--- config.mk ---
export PLATFORM = sky130hd
export DESIGN_NAME = trs_round_sat
export DESIGN_NICKNAME = d
export VERILOG_FILES = /design/src/hw/rtl/trs_pkg.sv /design/src/hw/rtl/trs_round_sat.sv
export SDC_FILE = /design/constraint.sdc
export NUM_CORES = 1
export LEC_CHECK = 0
export BUFFER_PORTS_ARGS = -buffer_cell sky130_fd_sc_hd__buf_2
export CORE_AREA = 2 2 424 426
export CTS_CLUSTER_DIAMETER = 120
export DETAILED_ROUTE_END_ITERATION = 6
export DIE_AREA = 0 0 426 428
export PLACE_DENSITY = 0.47
export SETUP_SLACK_MARGIN = 0.2
export SKIP_CTS_REPAIR_TIMING = 1
export SLEW_MARGIN = 5
export SYNTH_ARGS = -nofsm -noshare
export SYNTH_HDL_FRONTEND = slang
export SYNTH_SLANG_ARGS = --single-unit
--- constraint.sdc ---
create_clock -name clk -period 18.25 [get_ports clk]
set_input_delay 2.7375 -clock clk [delete_from_list [all_inputs] [get_ports clk]]
set_output_delay 2.7375 -clock clk [all_outputs]
set_load 0.02 [all_outputs]
--- src/hw/rtl/trs_pkg.sv ---
`default_nettype none

package trs_pkg;

    localparam int QUAT_W              = 16;
    localparam int R_W                 = 2 * QUAT_W + 2;
    localparam int QUAT_FRAC_BITS_DEF  = 14;
    localparam int COORD_WIDTH_DEF     = 32;

    typedef logic signed [QUAT_W-1:0]   quat_t;
    typedef logic signed [2*QUAT_W-1:0] qprod_t;
    typedef logic signed [R_W-1:0]      rot_t;

endpackage

`default_nettype wire

--- src/hw/rtl/trs_round_sat.sv ---
`default_nettype none

module trs_round_sat #(
    parameter int QUAT_FRAC_BITS = trs_pkg::QUAT_FRAC_BITS_DEF,
    parameter int COORD_WIDTH    = trs_pkg::COORD_WIDTH_DEF
) (
    input  logic                                    clk,
    input  logic                                    rst_n,
    input  logic                                    in_valid,
    output logic                                    in_ready,
    input  logic signed [trs_pkg::R_W+COORD_WIDTH-1:0] prod [9],
    input  logic signed [COORD_WIDTH-1:0]           pos [3],
    output logic                                    out_valid,
    input  logic                                    out_ready,
    output logic signed [COORD_WIDTH-1:0]           elem [9],
    output logic signed [COORD_WIDTH-1:0]           pos_fwd [3]
);
    import trs_pkg::*;

    localparam int PW = R_W + COORD_WIDTH;
    localparam int SH = 2 * QUAT_FRAC_BITS;

    localparam logic signed [PW-1:0] HALF    = PW'(1) <<< (SH - 1);
    localparam logic signed [PW-1:0] HALF_DN = HALF - PW'(1);
    localparam logic signed [PW-1:0] SAT_MAX =
        {{(PW-COORD_WIDTH+1){1'b0}}, {(COORD_WIDTH-1){1'b1}}};
    localparam logic signed [PW-1:0] SAT_MIN =
        {{(PW-COORD_WIDTH+1){1'b1}}, {(COORD_WIDTH-1){1'b0}}};

    logic                          rnd_valid_reg;
    logic                          res_valid_reg;
    logic                          rnd_adv;
    logic                          res_adv;

    logic signed [PW-1:0]          rnd_next [9];
    logic signed [PW-1:0]          rnd_reg  [9];
    logic signed [PW-1:0]          shifted  [9];
    logic signed [COORD_WIDTH-1:0] res_next [9];
    logic signed [COORD_WIDTH-1:0] res_reg  [9];

    logic signed [COORD_WIDTH-1:0] pos_a_reg [3];
    logic signed [COORD_WIDTH-1:0] pos_b_reg [3];

    assign res_adv  = !res_valid_reg || out_ready;
    assign rnd_adv  = !rnd_valid_reg || res_adv;
    assign in_ready = rnd_adv;

    // stage e: round half away from zero
    always_comb
    begin
        for (int i = 0; i < 9; i++)
        begin
            rnd_next[i] = prod[i] + (prod[i][PW-1] ? HALF_DN : HALF);
        end
    end

    // stage f: drop fraction bits and clamp
    always_comb
    begin
        for (int i = 0; i < 9; i++)
        begin
            shifted[i] = rnd_reg[i] >>> SH;
            if (shifted[i] > SAT_MAX)
            begin
                res_next[i] = SAT_MAX[COORD_WIDTH-1:0];
            end
            else if (shifted[i] < SAT_MIN)
            begin
                res_next[i] = SAT_MIN[COORD_WIDTH-1:0];
            end
            else
            begin
                res_next[i] = shifted[i][COORD_WIDTH-1:0];
            end
        end
    end

    always_ff @(posedge clk or negedge rst_n)
    begin
        if (!rst_n)
        begin
            rnd_valid_reg <= 1'b0;
            res_valid_reg <= 1'b0;
        end
        else
        begin
            if (rnd_adv)
            begin
                rnd_valid_reg <= in_valid;
            end
            if (res_adv)
            begin
                res_valid_reg <= rnd_valid_reg;
            end
        end
    end

    always_ff @(posedge clk)
    begin
        if (rnd_adv && in_valid)
        begin
            rnd_reg   <= rnd_next;
            pos_a_reg <= pos;
        end
        if (res_adv && rnd_valid_reg)
        begin
            res_reg   <= res_next;
            pos_b_reg <= pos_a_reg;
        end
    end

    assign out_valid = res_valid_reg;
    assign elem      = res_reg;
    assign pos_fwd   = pos_b_reg;

endmodule

`default_nettype wire

==> impl_metrics.env <==
export IMPL_synth_commonest_cells="822 x edfxtp_1, 243 x ha_1, 229 x xnor2_1"
export IMPL_clk_latency_ns=0.73
export IMPL_startpoint_type="input port"
export IMPL_initial_core_util_pct=22.1
export IMPL_fill_cells=18500
export IMPL_syn2layout_area_growth_pct=30.0
export IMPL_cpPeakStageDelay_ns=0.21
export IMPL_crit_family="buffers and inverters"
export IMPL_hold_start="pos_a_reg[14]$_DFFE_PP_"
export IMPL_netlist_cell_type_count=68
export IMPL_numCtsBuffers=100
export IMPL_syn_nets=3808
export IMPL_place_congestion=0.959
export IMPL_synth_avg_cell_area_um2=13.7
export IMPL_grt_pass1_vias=28100
export IMPL_worst_ep_arrival_time_ns=3.24
export IMPL_yosysWarnings=0
export IMPL_worst_pin_slew_ns=1.10
export IMPL_finalSetupViolations=0
export IMPL_clkTransAtPathRegs_ns=0.06
export IMPL_hold_depth=0
export IMPL_ant_nets=0
export IMPL_status="finished, final reports clean"
export IMPL_synth_area_leaders="edfxtp_1 63%, ha_1 7.8%, xnor2_1 5.1%"
export IMPL_crit_fanout=3
export IMPL_fmax_mhz=167
export IMPL_fin_util_pct=28.7
export IMPL_combPwrFrac_pct=13.1
export IMPL_clock_skew_ns=0.0210
export IMPL_cts_path_max_buffers=3
export IMPL_synth_area_leader_cell="edfxtp_1"
export IMPL_fin_crit_sh_pct=32.8
export IMPL_synthCells=2871
export IMPL_ys_seq_area_share_pct=63.1
export IMPL_syn_cell_area_mm2=0.0392
export IMPL_rsz0062_at_grt="no"
export IMPL_detail_route_iter0_violations=1719
export IMPL_r2r_slack_ns=14.23
export IMPL_wire_per_inst_um=23.7
export IMPL_ys_seq_elements=824
export IMPL_cts_tree="yes"
export IMPL_ios=1080
export IMPL_p_int_mw=3.69
export IMPL_die_h_um=428
export IMPL_rows=155
export IMPL_critPathCaptureType="primary output"
export IMPL_die_w_um=426
export IMPL_multi_input_area_mm2=0.0141
export IMPL_antenna_found_initial=103
export IMPL_largest_reg_flops=342
export IMPL_core_area_mm2=0.178
export IMPL_fin_crit_ns=5.98
export IMPL_fin_total_pwr_mw=4.99
export IMPL_vias=28500
export IMPL_slew_viol_final=0
export IMPL_overflow=0
export IMPL_clockPowerShare_pct=40.7
export IMPL_drv_cap=0
export IMPL_drc_errors=0
export IMPL_r2r_end="pos_a_reg[80]$_DFFE_PP_"
export IMPL_synth_top_area_share_pct=62.9
export IMPL_seqPwrFrac_pct=46.2
export IMPL_p_switching_mw=1.30
export IMPL_detailedRoute_firstPassIterationCount=5
export IMPL_grt_use_total_pct=16.4
export IMPL_grt_start_max_net_pins=126
export IMPL_r2r_cells=5
export IMPL_finalSetupTns_ns=0
export IMPL_power_leakage_nw=20.1
export IMPL_io_buffers=1079
export IMPL_final_layout_size_suffix_gt1_share_pct=31.7
export IMPL_swShare_pct=26.1
export IMPL_p_per_area_mw_per_mm2=97.9
export IMPL_cts_max_level=3
export IMPL_required_ns=15.51
export IMPL_crit_slowest_cell="nand3b_1"
export IMPL_rr_startpoint="rnd_valid_reg$_DFFE_PN0N_"
export IMPL_synth_most_common_cell="edfxtp_1"
export IMPL_regArea_mm2=0.0247
export IMPL_cpMostUsedCell="buf_2"
export IMPL_hpwl_um=124000
export IMPL_routed_via_density=4.41
export IMPL_finalHoldViolCount=0
export IMPL_synth_edf_count=822
export IMPL_vdd_drop_max_mv=0.0766
export IMPL_clock_sinks=824
export IMPL_crit_chain="buf_2 > nand3b_1 > buf_2"
export IMPL_final_nets=4938
export IMPL_grt_pass1_wl_um=213000
export IMPL_cts_root_buffer="clkbuf_16"
export IMPL_synth_top_flop_cell="edfxtp_1"
export IMPL_relSlewSlack_pct=26.7
export IMPL_crit_type="in2out"
export IMPL_die_area_mm2=0.182
export IMPL_hold_path_class="reg2reg"
export IMPL_cp_num_buf_inv=2
export IMPL_ys_async_sr_fraction_pct=0.243
export IMPL_wl_um=153000
export IMPL_holdPathEnd="pos_fwd[14]$_DFFE_PP_"
[cells by family after synthesis]
kind of cell / after synthesis / share of synthesized area [%]
flops: 824 / 63.1
simple gates: 764 / 10.2
compound gates: 585 / 10.3
xor+xnor: 329 / 7.35
fa+ha+maj: 243 / 7.75
buf+inv: 126 / 1.25
[layout make-up]
class	instances	share of cell area, %
timing repair buffer	1107	11.0
clock inverter	55	1.35
inverter	47	0.346
sequential	824	48.5
antenna	31	0.152
tap	2355	5.78
clock buffer	126	5.12
multi-input combinational	1921	27.7
[power by group through the flow]
stage	Combinational, mW	Clock [mW]	Sequential, mW
floorplan	0.252	0	2.48
global placement	0.660	0	2.34
detailed placement	0.664	0	2.34
CTS	0.668	2.10	2.30
global route	0.716	2.16	2.32
finish	0.656	2.03	2.30
[layout by cell type (no fill, tap or decap), drive strengths merged, types with 37 or more instances in the layout]
cell type,instances
ha,243
o21a,193
o21ai,57
buf,1107
and3,79
a21oi,106
inv,55
a21o,140
xor2,100
nor3,37
nand3,141
xnor2,229
nand2,184
edfxtp,822
clkbuf,126
nor2,101
nand4,103
[metal layers]
layer | wire, um | track usage (%) | vias to the layer above
li1 | - | - | 13300
met1 | 60400 | 18.9 | 14000
met2 | 79000 | 29.4 | 871
met3 | 8740 | 3.72 | 313
met4 | 5120 | 5.57 | 22
met5 | 155 | 0 | -
[per-stage QoR]
| stage | instances | instance area, um2 | hold slack, ns | setup slack, ns |
|---|---|---|---|---|
| finish | 6466 | 51000 | 0.413 | 12.27 |
| floorplan | 2871 | 39200 | 0.400 | 4.47 |
| global placement | 6254 | 47600 | 0.400 | 11.80 |
| detailed placement | 6254 | 47600 | 0.405 | 11.73 |
| CTS | 6435 | 50900 | 0.415 | 12.28 |
| global route | 6454 | 51000 | 0.415 | 12.25 |
[how the worst max path moves through the flow]
stage	start	end	slack, ns	cells after the start
floorplan	out_ready	pos_a_reg[0]$_DFFE_PP_	4.47	2
global placement	prod[197]	rnd_reg[197]$_DFFE_PP_	11.80	9
detailed placement	prod[197]	rnd_reg[197]$_DFFE_PP_	11.73	10
CTS	out_ready	in_ready	12.28	3
global route	out_ready	in_ready	12.25	3
finish	out_ready	in_ready	12.27	3
(Power assumes the default switching activity.)
